==> config.mk <==
export PLATFORM = sky130hd
export DESIGN_NAME = binary_morphology_3x3_top
export DESIGN_NICKNAME = d
export VERILOG_FILES = /design/src/bm3_pkg.sv /design/src/bm3_line_ram.sv /design/src/bm3_ctrl.sv /design/src/bm3_window.sv /design/src/bm3_out_fifo.sv /design/src/binary_morphology_3x3_top.sv
export SDC_FILE = /design/constraint.sdc
export NUM_CORES = 2
export LEC_CHECK = 0
export BUFFER_PORTS_ARGS = -buffer_cell sky130_fd_sc_hd__buf_2
export CORE_MARGIN = 2
export CORE_UTILIZATION = 39
export CTS_CLUSTER_DIAMETER = 100
export DETAILED_ROUTE_END_ITERATION = 8
export GPL_ROUTABILITY_DRIVEN = 0
export PLACE_DENSITY = 0.61
export SETUP_SLACK_MARGIN = 0.02
export SYNTH_ARGS = -nofsm -noshare
export SYNTH_HDL_FRONTEND = slang
export SYNTH_SLANG_ARGS = --single-unit
==> constraint.sdc <==
create_clock -name clk -period 48 [get_ports clk]
set_input_delay 2.4 -clock clk [delete_from_list [all_inputs] [get_ports clk]]
set_output_delay 2.4 -clock clk [all_outputs]
set_load 0.1 [all_outputs]
==> src/bm3_pkg.sv <==
// ============================================================================
// bm3_pkg: shared definitions for the 3x3 binary morphology block
// Register indexes, default sizes and the structs passed between stages.
// ============================================================================
package bm3_pkg;

    // Default limits and reset values of the frame size
    localparam int DEF_MAX_WIDTH  = 1024;
    localparam int DEF_MAX_HEIGHT = 1024;
    localparam int RST_SIZE       = 1024;
    localparam int MIN_SIZE       = 2;

    // Configuration port
    localparam int CFG_INDEX_W = 2;
    localparam int CFG_DATA_W  = 11;
    localparam int MASK_W      = 9;
    localparam logic [MASK_W-1:0] RST_MASK = 9'h1FF;

    // Register indexes
    localparam logic [CFG_INDEX_W-1:0] REG_MODE    = 2'd0;
    localparam logic [CFG_INDEX_W-1:0] REG_SE_MASK = 2'd1;
    localparam logic [CFG_INDEX_W-1:0] REG_WIDTH   = 2'd2;
    localparam logic [CFG_INDEX_W-1:0] REG_HEIGHT  = 2'd3;

    // Stream payload width
    localparam int TDATA_W = 8;

    // Window bits kept when the window shifts one column left
    localparam logic [8:0] WIN_KEEP = 9'h0DB;

    // Output queue
    localparam int FIFO_DEPTH = 3;
    localparam int FIFO_PTR_W = 2;
    localparam int FIFO_CNT_W = 2;

    // Request handed from the counter stage to the window stage
    typedef struct packed {
        logic valid;
        logic emit;
        logic drain;
        logic px;
        logic ls_zero;
        logic row_top_ok;
        logic row_bot_ok;
        logic col_left_ok;
        logic col_right_ok;
        logic frame_end;
    } s1_ctrl_t;

    // Result handed from the window stage to the output queue
    typedef struct packed {
        logic valid;
        logic result;
        logic frame_end;
    } res_t;

endpackage

==> src/bm3_line_ram.sv <==
// ============================================================================
// bm3_line_ram: two-row line store
// One write port and one registered read port.
// Bit 0 holds the previous row, bit 1 the row before it.
// ============================================================================
module bm3_line_ram #(
    parameter int DEPTH = bm3_pkg::DEF_MAX_WIDTH
) (
    input  logic                     clk,
    input  logic                     rd_en,
    input  logic [$clog2(DEPTH)-1:0] rd_addr,
    output logic [1:0]               rd_data,
    input  logic                     wr_en,
    input  logic [$clog2(DEPTH)-1:0] wr_addr,
    input  logic [1:0]               wr_data
);

    logic [1:0] mem [DEPTH];
    logic [1:0] rd_data_reg;

    // Write back the updated column pair
    always_ff @(posedge clk)
    begin
        if (wr_en)
        begin
            mem[wr_addr] <= wr_data;
        end
    end

    // Register the read data
    always_ff @(posedge clk)
    begin
        if (rd_en)
        begin
            rd_data_reg <= mem[rd_addr];
        end
    end

    assign rd_data = rd_data_reg;

endmodule

==> src/bm3_ctrl.sv <==
// ============================================================================
// bm3_ctrl: frame counters and line store addressing
// Tracks input and output positions, decides per request whether it is a
// pixel, an ignored flush or a drain step, and issues the line store read.
// ============================================================================
module bm3_ctrl #(
    parameter int MAX_WIDTH  = bm3_pkg::DEF_MAX_WIDTH,
    parameter int MAX_HEIGHT = bm3_pkg::DEF_MAX_HEIGHT
) (
    input  logic                             clk,
    input  logic                             rst_n,
    input  logic                             cfg_we,
    input  logic [bm3_pkg::CFG_INDEX_W-1:0]  cfg_index,
    input  logic [bm3_pkg::CFG_DATA_W-1:0]   cfg_data,
    input  logic                             s_tvalid,
    input  logic                             s_px,
    input  logic                             s_flush,
    output logic                             s_tready,
    input  logic [bm3_pkg::FIFO_CNT_W-1:0]   fifo_count,
    output logic                             rd_en,
    output logic [$clog2(MAX_WIDTH)-1:0]     rd_addr,
    output bm3_pkg::s1_ctrl_t                s1,
    output logic [$clog2(MAX_WIDTH)-1:0]     s1_addr
);

    localparam int ADDR_W = $clog2(MAX_WIDTH);
    localparam int COL_W  = $clog2(MAX_WIDTH + 1);
    localparam int ROW_W  = $clog2(MAX_HEIGHT + 1);
    localparam int RST_W  = (MAX_WIDTH < bm3_pkg::RST_SIZE) ? MAX_WIDTH : bm3_pkg::RST_SIZE;
    localparam int RST_H  = (MAX_HEIGHT < bm3_pkg::RST_SIZE) ? MAX_HEIGHT : bm3_pkg::RST_SIZE;

    logic [COL_W-1:0]  w_reg, w_next;
    logic [ROW_W-1:0]  h_reg, h_next;
    logic [COL_W-1:0]  in_col_reg, in_col_next;
    logic [ROW_W-1:0]  in_row_reg, in_row_next;
    logic [COL_W-1:0]  out_col_reg, out_col_next;
    logic [ROW_W-1:0]  out_row_reg, out_row_next;
    bm3_pkg::s1_ctrl_t s1_reg, s1_next;
    logic [ADDR_W-1:0] s1_addr_reg;

    logic                      accept;
    logic                      draining;
    logic                      emit;
    logic                      act;
    logic                      in_last_col;
    logic                      out_last_col;
    logic                      out_last_row;
    logic                      fe;
    logic                      restart;
    logic [bm3_pkg::FIFO_CNT_W:0] occupancy;

    // Hold off input while the queue could not take one more result
    assign occupancy = {1'b0, fifo_count}
                     + (bm3_pkg::FIFO_CNT_W + 1)'(s1_reg.valid & s1_reg.emit);
    assign s_tready  = occupancy <= (bm3_pkg::FIFO_CNT_W + 1)'(bm3_pkg::FIFO_DEPTH - 1);
    assign accept    = s_tvalid & s_tready;

    // Classify the request
    assign draining     = in_row_reg >= h_reg;
    assign act          = accept & (draining | ~s_flush);
    assign emit         = draining
                        | (in_row_reg >= ROW_W'(2))
                        | ((in_row_reg == ROW_W'(1)) & (in_col_reg != '0));
    assign in_last_col  = in_col_reg == (w_reg - COL_W'(1));
    assign out_last_col = out_col_reg == (w_reg - COL_W'(1));
    assign out_last_row = out_row_reg == (h_reg - ROW_W'(1));
    assign fe           = out_last_col & out_last_row;

    // Read the line store at the input column
    assign rd_en   = act;
    assign rd_addr = in_col_reg[ADDR_W-1:0];

    // Decode size writes with clamping
    always_comb
    begin
        w_next  = w_reg;
        h_next  = h_reg;
        restart = 1'b0;
        if (cfg_we && (cfg_index == bm3_pkg::REG_WIDTH))
        begin
            restart = 1'b1;
            if (32'(cfg_data) < 32'(bm3_pkg::MIN_SIZE))
                w_next = COL_W'(bm3_pkg::MIN_SIZE);
            else if (32'(cfg_data) > 32'(MAX_WIDTH))
                w_next = COL_W'(MAX_WIDTH);
            else
                w_next = COL_W'(cfg_data);
        end
        if (cfg_we && (cfg_index == bm3_pkg::REG_HEIGHT))
        begin
            restart = 1'b1;
            if (32'(cfg_data) < 32'(bm3_pkg::MIN_SIZE))
                h_next = ROW_W'(bm3_pkg::MIN_SIZE);
            else if (32'(cfg_data) > 32'(MAX_HEIGHT))
                h_next = ROW_W'(MAX_HEIGHT);
            else
                h_next = ROW_W'(cfg_data);
        end
    end

    // Advance the input and output positions
    always_comb
    begin
        in_col_next  = in_col_reg;
        in_row_next  = in_row_reg;
        out_col_next = out_col_reg;
        out_row_next = out_row_reg;
        if (act)
        begin
            if (draining || !in_last_col)
            begin
                in_col_next = in_col_reg + COL_W'(1);
            end
            else
            begin
                in_col_next = '0;
                in_row_next = in_row_reg + ROW_W'(1);
            end
            if (emit)
            begin
                if (fe)
                begin
                    in_col_next  = '0;
                    in_row_next  = '0;
                    out_col_next = '0;
                    out_row_next = '0;
                end
                else if (out_last_col)
                begin
                    out_col_next = '0;
                    out_row_next = out_row_reg + ROW_W'(1);
                end
                else
                begin
                    out_col_next = out_col_reg + COL_W'(1);
                end
            end
        end
        if (restart)
        begin
            in_col_next  = '0;
            in_row_next  = '0;
            out_col_next = '0;
            out_row_next = '0;
        end
    end

    // Build the request for the window stage
    always_comb
    begin
        s1_next.valid        = act;
        s1_next.emit         = emit;
        s1_next.drain        = draining;
        s1_next.px           = s_px;
        s1_next.ls_zero      = draining & (in_col_reg >= w_reg);
        s1_next.row_top_ok   = out_row_reg != '0;
        s1_next.row_bot_ok   = ~out_last_row;
        s1_next.col_left_ok  = out_col_reg != '0;
        s1_next.col_right_ok = ~out_last_col;
        s1_next.frame_end    = emit & fe;
    end

    // Control registers
    always_ff @(posedge clk or negedge rst_n)
    begin
        if (!rst_n)
        begin
            w_reg       <= COL_W'(RST_W);
            h_reg       <= ROW_W'(RST_H);
            in_col_reg  <= '0;
            in_row_reg  <= '0;
            out_col_reg <= '0;
            out_row_reg <= '0;
            s1_reg      <= '0;
        end
        else
        begin
            w_reg       <= w_next;
            h_reg       <= h_next;
            in_col_reg  <= in_col_next;
            in_row_reg  <= in_row_next;
            out_col_reg <= out_col_next;
            out_row_reg <= out_row_next;
            s1_reg      <= s1_next;
        end
    end

    // Carry the column address for the write back
    always_ff @(posedge clk)
    begin
        if (act)
        begin
            s1_addr_reg <= in_col_reg[ADDR_W-1:0];
        end
    end

    assign s1      = s1_reg;
    assign s1_addr = s1_addr_reg;

endmodule

==> src/bm3_window.sv <==
// ============================================================================
// bm3_window: 3x3 window and morphology result
// Merges line store data with the new pixel, writes the column pair back,
// shifts the window and evaluates dilation or erosion.
// ============================================================================
module bm3_window (
    input  logic                            clk,
    input  logic                            rst_n,
    input  logic                            cfg_we,
    input  logic [bm3_pkg::CFG_INDEX_W-1:0] cfg_index,
    input  logic [bm3_pkg::CFG_DATA_W-1:0]  cfg_data,
    input  bm3_pkg::s1_ctrl_t               s1,
    input  logic [1:0]                      rd_data,
    output logic                            wr_en,
    output logic [1:0]                      wr_data,
    output bm3_pkg::res_t                   res
);

    logic                        mode_reg;
    logic [bm3_pkg::MASK_W-1:0]  mask_reg;
    logic [8:0]                  win_reg, win_next;

    logic [1:0] ls;
    logic       bot;
    logic       centre;
    logic [8:0] ok;
    logic [8:0] mask_rev;
    logic       dil;
    logic       ero;

    // Drop line data past the row end and the pixel while draining
    assign ls  = s1.ls_zero ? 2'b00 : rd_data;
    assign bot = s1.drain ? 1'b0 : s1.px;

    // Shift the window and insert the new right column
    assign win_next = ((win_reg >> 1) & bm3_pkg::WIN_KEEP)
                    | {bot, 2'b00, ls[0], 2'b00, ls[1], 2'b00};
    assign centre   = win_next[4];

    // Mark window cells that lie inside the image
    always_comb
    begin
        for (int i = 0; i < 3; i++)
        begin
            for (int j = 0; j < 3; j++)
            begin
                ok[i*3+j] = ((i != 0) || s1.row_top_ok) && ((i != 2) || s1.row_bot_ok)
                         && ((j != 0) || s1.col_left_ok) && ((j != 2) || s1.col_right_ok);
            end
        end
        for (int k = 0; k < 9; k++)
        begin
            mask_rev[k] = mask_reg[8-k];
        end
    end

    // Dilation uses the reflected mask, erosion the mask as written
    assign dil = centre | (|(mask_rev & ok & win_next));
    assign ero = centre & (&(~mask_reg | ~ok | win_next));

    assign res.valid     = s1.valid & s1.emit;
    assign res.result    = mode_reg ? ero : dil;
    assign res.frame_end = s1.frame_end;

    // Write back the shifted column pair on pixel requests
    assign wr_en   = s1.valid & ~s1.drain;
    assign wr_data = {ls[0], s1.px};

    // Mode and mask registers
    always_ff @(posedge clk or negedge rst_n)
    begin
        if (!rst_n)
        begin
            mode_reg <= 1'b0;
            mask_reg <= bm3_pkg::RST_MASK;
        end
        else if (cfg_we)
        begin
            case (cfg_index)
                bm3_pkg::REG_MODE:    mode_reg <= cfg_data[0];
                bm3_pkg::REG_SE_MASK: mask_reg <= cfg_data[bm3_pkg::MASK_W-1:0];
                default:              ;
            endcase
        end
    end

    // Window register: clear on frame end or size change
    always_ff @(posedge clk or negedge rst_n)
    begin
        if (!rst_n)
        begin
            win_reg <= '0;
        end
        else if (cfg_we && ((cfg_index == bm3_pkg::REG_WIDTH)
                         || (cfg_index == bm3_pkg::REG_HEIGHT)))
        begin
            win_reg <= '0;
        end
        else if (s1.valid)
        begin
            win_reg <= s1.frame_end ? 9'b0 : win_next;
        end
    end

endmodule

==> src/bm3_out_fifo.sv <==
// ============================================================================
// bm3_out_fifo: three-entry result queue
// Decouples the result stage from a stalling receiver.
// ============================================================================
module bm3_out_fifo (
    input  logic                           clk,
    input  logic                           rst_n,
    input  bm3_pkg::res_t                  push,
    output logic                           m_tvalid,
    input  logic                           m_tready,
    output logic                           m_result,
    output logic                           m_frame_end,
    output logic [bm3_pkg::FIFO_CNT_W-1:0] count
);

    logic [1:0]                       entry_q [bm3_pkg::FIFO_DEPTH];
    logic [bm3_pkg::FIFO_PTR_W-1:0]   wr_ptr_reg, wr_ptr_next;
    logic [bm3_pkg::FIFO_PTR_W-1:0]   rd_ptr_reg, rd_ptr_next;
    logic [bm3_pkg::FIFO_CNT_W-1:0]   count_reg, count_next;
    logic                             pop;

    function automatic logic [bm3_pkg::FIFO_PTR_W-1:0] ptr_inc(
        input logic [bm3_pkg::FIFO_PTR_W-1:0] p);
        if (p == bm3_pkg::FIFO_PTR_W'(bm3_pkg::FIFO_DEPTH - 1))
            return '0;
        else
            return p + bm3_pkg::FIFO_PTR_W'(1);
    endfunction

    assign m_tvalid    = count_reg != '0;
    assign pop         = m_tvalid & m_tready;
    assign m_result    = entry_q[rd_ptr_reg][1];
    assign m_frame_end = entry_q[rd_ptr_reg][0];
    assign count       = count_reg;

    // Advance pointers and fill count
    always_comb
    begin
        wr_ptr_next = push.valid ? ptr_inc(wr_ptr_reg) : wr_ptr_reg;
        rd_ptr_next = pop ? ptr_inc(rd_ptr_reg) : rd_ptr_reg;
        count_next  = count_reg + bm3_pkg::FIFO_CNT_W'(push.valid)
                    - bm3_pkg::FIFO_CNT_W'(pop);
    end

    always_ff @(posedge clk or negedge rst_n)
    begin
        if (!rst_n)
        begin
            wr_ptr_reg <= '0;
            rd_ptr_reg <= '0;
            count_reg  <= '0;
        end
        else
        begin
            wr_ptr_reg <= wr_ptr_next;
            rd_ptr_reg <= rd_ptr_next;
            count_reg  <= count_next;
        end
    end

    // Store the incoming result
    always_ff @(posedge clk)
    begin
        if (push.valid)
        begin
            entry_q[wr_ptr_reg] <= {push.result, push.frame_end};
        end
    end

endmodule

==> src/binary_morphology_3x3_top.sv <==
// ============================================================================
// binary_morphology_3x3_top: 3x3 binary dilation / erosion on a pixel stream
// Pixels enter in raster order on the slave stream; results leave on the
// master stream with tlast on the last pixel of the frame.
// ============================================================================
// Usage:
//   s_tdata[0] carries the pixel (1 = black), s_tuser marks a flush request.
//   Flush requests are dropped while pixels of the frame are still expected;
//   after the last pixel, width+1 further requests drain the final results.
//   The first width+1 pixels of a frame produce no result.
//   Write mode, mask, width and height on the cfg port only while idle; a
//   size write restarts the frame.
//   Throughput: one request per cycle while s_tready is high, set by the
//   single read port of the line store, read in the accept cycle and written
//   back the next cycle. m_tvalid rises after the accepted request is registered
//   for the window stage and its result is written into the output queue.
//   A three-entry output queue absorbs receiver stalls; s_tready drops only
//   when that queue could overflow.
//   Reset clears counters, window and registers (mode dilation, full mask,
//   1024 x 1024 or the maximum size if smaller); the line store needs no clearing.
// ============================================================================
module binary_morphology_3x3_top #(
    parameter int MAX_WIDTH  = bm3_pkg::DEF_MAX_WIDTH,
    parameter int MAX_HEIGHT = bm3_pkg::DEF_MAX_HEIGHT
) (
    input  logic                            clk,
    input  logic                            rst_n,
    input  logic                            cfg_we,
    input  logic [bm3_pkg::CFG_INDEX_W-1:0] cfg_index,
    input  logic [bm3_pkg::CFG_DATA_W-1:0]  cfg_data,
    input  logic                            s_tvalid,
    output logic                            s_tready,
    input  logic [bm3_pkg::TDATA_W-1:0]     s_tdata,   // [0] pixel_black, rest zero
    input  logic                            s_tuser,   // [0] flush
    output logic                            m_tvalid,
    input  logic                            m_tready,
    output logic [bm3_pkg::TDATA_W-1:0]     m_tdata,   // [0] result_black, rest zero
    output logic                            m_tlast
);

    localparam int ADDR_W = $clog2(MAX_WIDTH);

    bm3_pkg::s1_ctrl_t                s1;
    bm3_pkg::res_t                    res;
    logic [ADDR_W-1:0]                rd_addr;
    logic [ADDR_W-1:0]                s1_addr;
    logic                             rd_en;
    logic [1:0]                       rd_data;
    logic                             wr_en;
    logic [1:0]                       wr_data;
    logic [bm3_pkg::FIFO_CNT_W-1:0]   fifo_count;
    logic                             m_result;

    bm3_ctrl #(
        .MAX_WIDTH  (MAX_WIDTH),
        .MAX_HEIGHT (MAX_HEIGHT)
    ) u_ctrl (
        .clk        (clk),
        .rst_n      (rst_n),
        .cfg_we     (cfg_we),
        .cfg_index  (cfg_index),
        .cfg_data   (cfg_data),
        .s_tvalid   (s_tvalid),
        .s_px       (s_tdata[0]),
        .s_flush    (s_tuser),
        .s_tready   (s_tready),
        .fifo_count (fifo_count),
        .rd_en      (rd_en),
        .rd_addr    (rd_addr),
        .s1         (s1),
        .s1_addr    (s1_addr)
    );

    bm3_line_ram #(
        .DEPTH (MAX_WIDTH)
    ) u_line_ram (
        .clk     (clk),
        .rd_en   (rd_en),
        .rd_addr (rd_addr),
        .rd_data (rd_data),
        .wr_en   (wr_en),
        .wr_addr (s1_addr),
        .wr_data (wr_data)
    );

    bm3_window u_window (
        .clk       (clk),
        .rst_n     (rst_n),
        .cfg_we    (cfg_we),
        .cfg_index (cfg_index),
        .cfg_data  (cfg_data),
        .s1        (s1),
        .rd_data   (rd_data),
        .wr_en     (wr_en),
        .wr_data   (wr_data),
        .res       (res)
    );

    bm3_out_fifo u_out_fifo (
        .clk         (clk),
        .rst_n       (rst_n),
        .push        (res),
        .m_tvalid    (m_tvalid),
        .m_tready    (m_tready),
        .m_result    (m_result),
        .m_frame_end (m_tlast),
        .count       (fifo_count)
    );

    assign m_tdata = {(bm3_pkg::TDATA_W - 1)'(0), m_result};

endmodule
==> flow_metrics.env <==
export IMPL_worst_pin_slew_ns=1.31
export IMPL_async_reset_ff_frac=0.0448
export IMPL_rsz0062_at_grt="no"
export IMPL_dr_pass1_iters=5
export IMPL_ant_nets=0
export IMPL_hold_viol_final=0
export IMPL_critPathLaunch="u_ctrl.in_col_reg[0]"
export IMPL_crit_path_start_kind="register"
export IMPL_fill_cells=20026
export IMPL_synth_top_area_cell="edfxtp_1"
export IMPL_synth_xor_area_frac=0.00461
export IMPL_fin_skew_ns=0.0675
export IMPL_timing_final_crit_share=0.125
export IMPL_synth_area_mux_share=0.134
export IMPL_crit_path_max_fanout=88
export IMPL_synthAdderAreaFrac=0.00527
export IMPL_synth_area_mm2=0.0903
export IMPL_cts_resized=0
export IMPL_cp_slowest_cell="dfrtp_4"
export IMPL_drive_above_1_share=0.178
export IMPL_status="finished, final reports clean"
export IMPL_nets=5630
export IMPL_clkLatencyLatePin_ns=0.86
export IMPL_power_density_mw_per_mm2=54.4
export IMPL_synth_edff_count=2066
export IMPL_ys_ff_latch=2163
export IMPL_crit_required_ns=48.51
export IMPL_htree_num_levels=4
export IMPL_grt_pass1_wl_mm=377
export IMPL_drv_slew=0
export IMPL_largest_reg_flops=2048
export IMPL_reg2reg_setup_slack_ns=42.01
export IMPL_ys_types=83
export IMPL_start_util=0.392
export IMPL_arrival_ns=6.50
export IMPL_grt_ovfl_total=0
export IMPL_grt_pass1_vias=51424
export IMPL_max_freq_ghz=0.167
export IMPL_synthTopCellsByCount="2066 x edfxtp_1, 1095 x nor2_1, 426 x mux4_2, 239 x clkbuf_1, 229 x mux2i_1"
export IMPL_port_buffers=23
export IMPL_syn_inst=5606
export IMPL_whs_ns=0.508
export IMPL_slew_limit_headroom=0.127
export IMPL_setup_worst_path_end="u_line_ram.rd_data[1]"
export IMPL_die_x_um=485
export IMPL_cts_tree="yes"
export IMPL_viasPerCell=5.99
export IMPL_finalSetupViolCount=0
export IMPL_clk_pin_slew_worst_paths_ns=0.06
export IMPL_ys_warn_count=0
export IMPL_grt_antenna_before_repair=16
export IMPL_drcViolationCount=0
export IMPL_timing_rr_start="u_ctrl.in_col_reg[0]"
export IMPL_path_cells="buf_4 > buf_12 > buf_4 > mux4_2 > mux4_2 > nand3_1 > o21ai_0 > nand2_1 > o21ai_0 > o311ai_0 > o31ai_1"
export IMPL_dieArea_mm2=0.235
export IMPL_avgSynthCellArea_um2=16.1
export IMPL_wire_per_inst_um=30.3
export IMPL_cpPeakStageDelay_ns=0.81
export IMPL_die_y_um=485
export IMPL_root_buffer="clkbuf_16"
export IMPL_rows=176
export IMPL_cts_inserted_buffers=216
export IMPL_cts_hold_buffers=0
export IMPL_grt_max_degree=241
export IMPL_synthSimpleGateAreaFrac=0.0787
export IMPL_synth_top_family_by_area="multiplexers"
export IMPL_largest_register="u_line_ram.mem"
export IMPL_path_class="register to register"
export IMPL_wl_mm=266
export IMPL_grt_total_usage=0.222
export IMPL_first_iter_violations=7401
export IMPL_rr_worst_depth=11
export IMPL_p_leak_nw=30.4
export IMPL_power_mw=5.49
export IMPL_vias=52605
export IMPL_hp_class="register to register"
export IMPL_netlist_area_leader_share=0.687
export IMPL_r2r_end="u_line_ram.rd_data[1]"
export IMPL_synth_compound_area_frac=0.0404
export IMPL_synth_seq_area_share=0.714
export IMPL_cts_buffer_depth=3
export IMPL_boundaryPins=38
export IMPL_cts_sinks=2163
export IMPL_ir_worst_vdd_v=0.0000660
export IMPL_drv_cap=0
export IMPL_core_mm2=0.230
export IMPL_synth_flop_cell="edfxtp_1"
export IMPL_cts_setup_buffers=0
export IMPL_hpwl_mm=149
export IMPL_synth_top_cells_by_area="edfxtp_1 69%, mux4_2 11%, nor2_1 4.6%, mux2i_1 2.5%, dfrtp_1 2.4%"
export IMPL_end_kind="register"
export IMPL_areaGrowthSynthToFinish_pct=11.7
export IMPL_yosysMostFrequentCell="edfxtp_1"
export IMPL_fin_tns_setup_ns=0
export IMPL_layout_min_cycle_time_ns=5.99
[metal layers]
layer	wire length, um	part of all wire	vias to the layer above	track usage
met5	62	0.00023	-	0
met4	9050	0.034	10	0.0716
met3	27100	0.10	478	0.0465
met2	126000	0.47	2897	0.356
met1	104000	0.39	27536	0.303
li1	-	-	21684	-
[kinds of logic (layout without fill, tap and decap cells)]
family	after synthesis	after routing
AO/OA/AOI/OAI	520	520
other	1	9
buffers and inverters	511	646
flip-flops	2163	2163
multiplexers	676	676
adder cells (fa/ha/maj)	38	38
XOR/XNOR	42	42
AND/OR/NAND/NOR	1655	1655
[through the flow]
step | instances | area, um2 | util | setup WS (ns)
after CTS | 8773 | 101000 | 0.438 | 42.01
after global routing | 8774 | 101000 | 0.438 | 41.62
after detailed placement | 8373 | 94000 | 0.408 | 42.06
final | 8775 | 101000 | 0.438 | 42.01
after floorplan | 5612 | 90300 | - | 17.29
after global placement | 8373 | 94000 | 0.408 | 42.01
[cell usage in the layout, fill, tap and decap left out, types with 21 or more instances in the layout]
| cell type | netlist | final |
|---|---|---|
| clkbuf_1 | 239 | 39 |
| nand2_2 | 0 | 32 |
| o211ai_1 | 21 | 21 |
| a31oi_1 | 23 | 23 |
| inv_1 | 62 | 61 |
| dfrtp_1 | 87 | 80 |
| o21ai_0 | 89 | 89 |
| nand2b_1 | 21 | 21 |
| clkbuf_16 | 0 | 219 |
| a221o_1 | 21 | 21 |
| clkinv_1 | 1 | 60 |
| nand3_1 | 70 | 70 |
| mux2i_1 | 229 | 229 |
| nor4_1 | 25 | 25 |
| nor2b_1 | 30 | 21 |
| ha_1 | 38 | 38 |
| a221oi_1 | 28 | 28 |
| and3_1 | 23 | 23 |
| nand4_1 | 39 | 39 |
| o22ai_1 | 29 | 29 |
| a22oi_1 | 102 | 102 |
| edfxtp_1 | 2066 | 2066 |
| nor3_1 | 31 | 30 |
| a21oi_1 | 76 | 76 |
| buf_4 | 8 | 150 |
| nand2_1 | 217 | 185 |
| clkinv_2 | 0 | 46 |
| nor2_1 | 1095 | 1087 |
| mux2_2 | 21 | 21 |
| buf_2 | 68 | 22 |
| xnor2_1 | 24 | 24 |
| mux4_2 | 426 | 426 |
[layout make-up]
type                            instances  area, um2  area share
Multi-Input combinational cell       2938      24000       0.238
Inverter                               64        243     0.00241
Sequential cell                      2163      64500       0.640
Clock buffer                          258       5630      0.0558
Clock inverter                        142       1270      0.0126
Timing Repair Buffer                  182       1440      0.0142
Tap cell                             3026       3790      0.0375
Antenna cell                            2       5.00   0.0000496
[worst max-delay path, delay by kind of cell (launching register included)]
| kind | cells | cell delay (ns) |
|---|---|---|
| flip-flops | 1 | 0.81 |
| multiplexers | 2 | 1.16 |
| AO/OA/AOI/OAI | 4 | 0.99 |
| AND/OR/NAND/NOR | 2 | 0.32 |
| buffers and inverters | 3 | 2.20 |
[power breakdown]
group	internal [mW]	total, mW	switching (mW)
Sequential	2.21	2.26	0.0497
Clock	0.936	1.66	0.723
Combinational	0.552	1.57	1.02
Total	3.70	5.49	1.79
[worst min path at each step]
stage,startpoint,slack (ns),endpoint,cells after the start
after floorplan,u_ctrl.in_col_reg[0],0.45,u_ctrl.s1_addr[0],0
after global placement,u_window.mask_reg[1],0.49,u_window.mask_reg[1],2
after detailed placement,u_window.mask_reg[1],0.50,u_window.mask_reg[1],2
after CTS,u_window.mask_reg[1],0.51,u_window.mask_reg[1],2
after global routing,u_out_fifo.count[0],0.55,u_out_fifo.count[0],1
final,u_window.mask_reg[1],0.51,u_window.mask_reg[1],2
(Power assumes the default switching activity.)
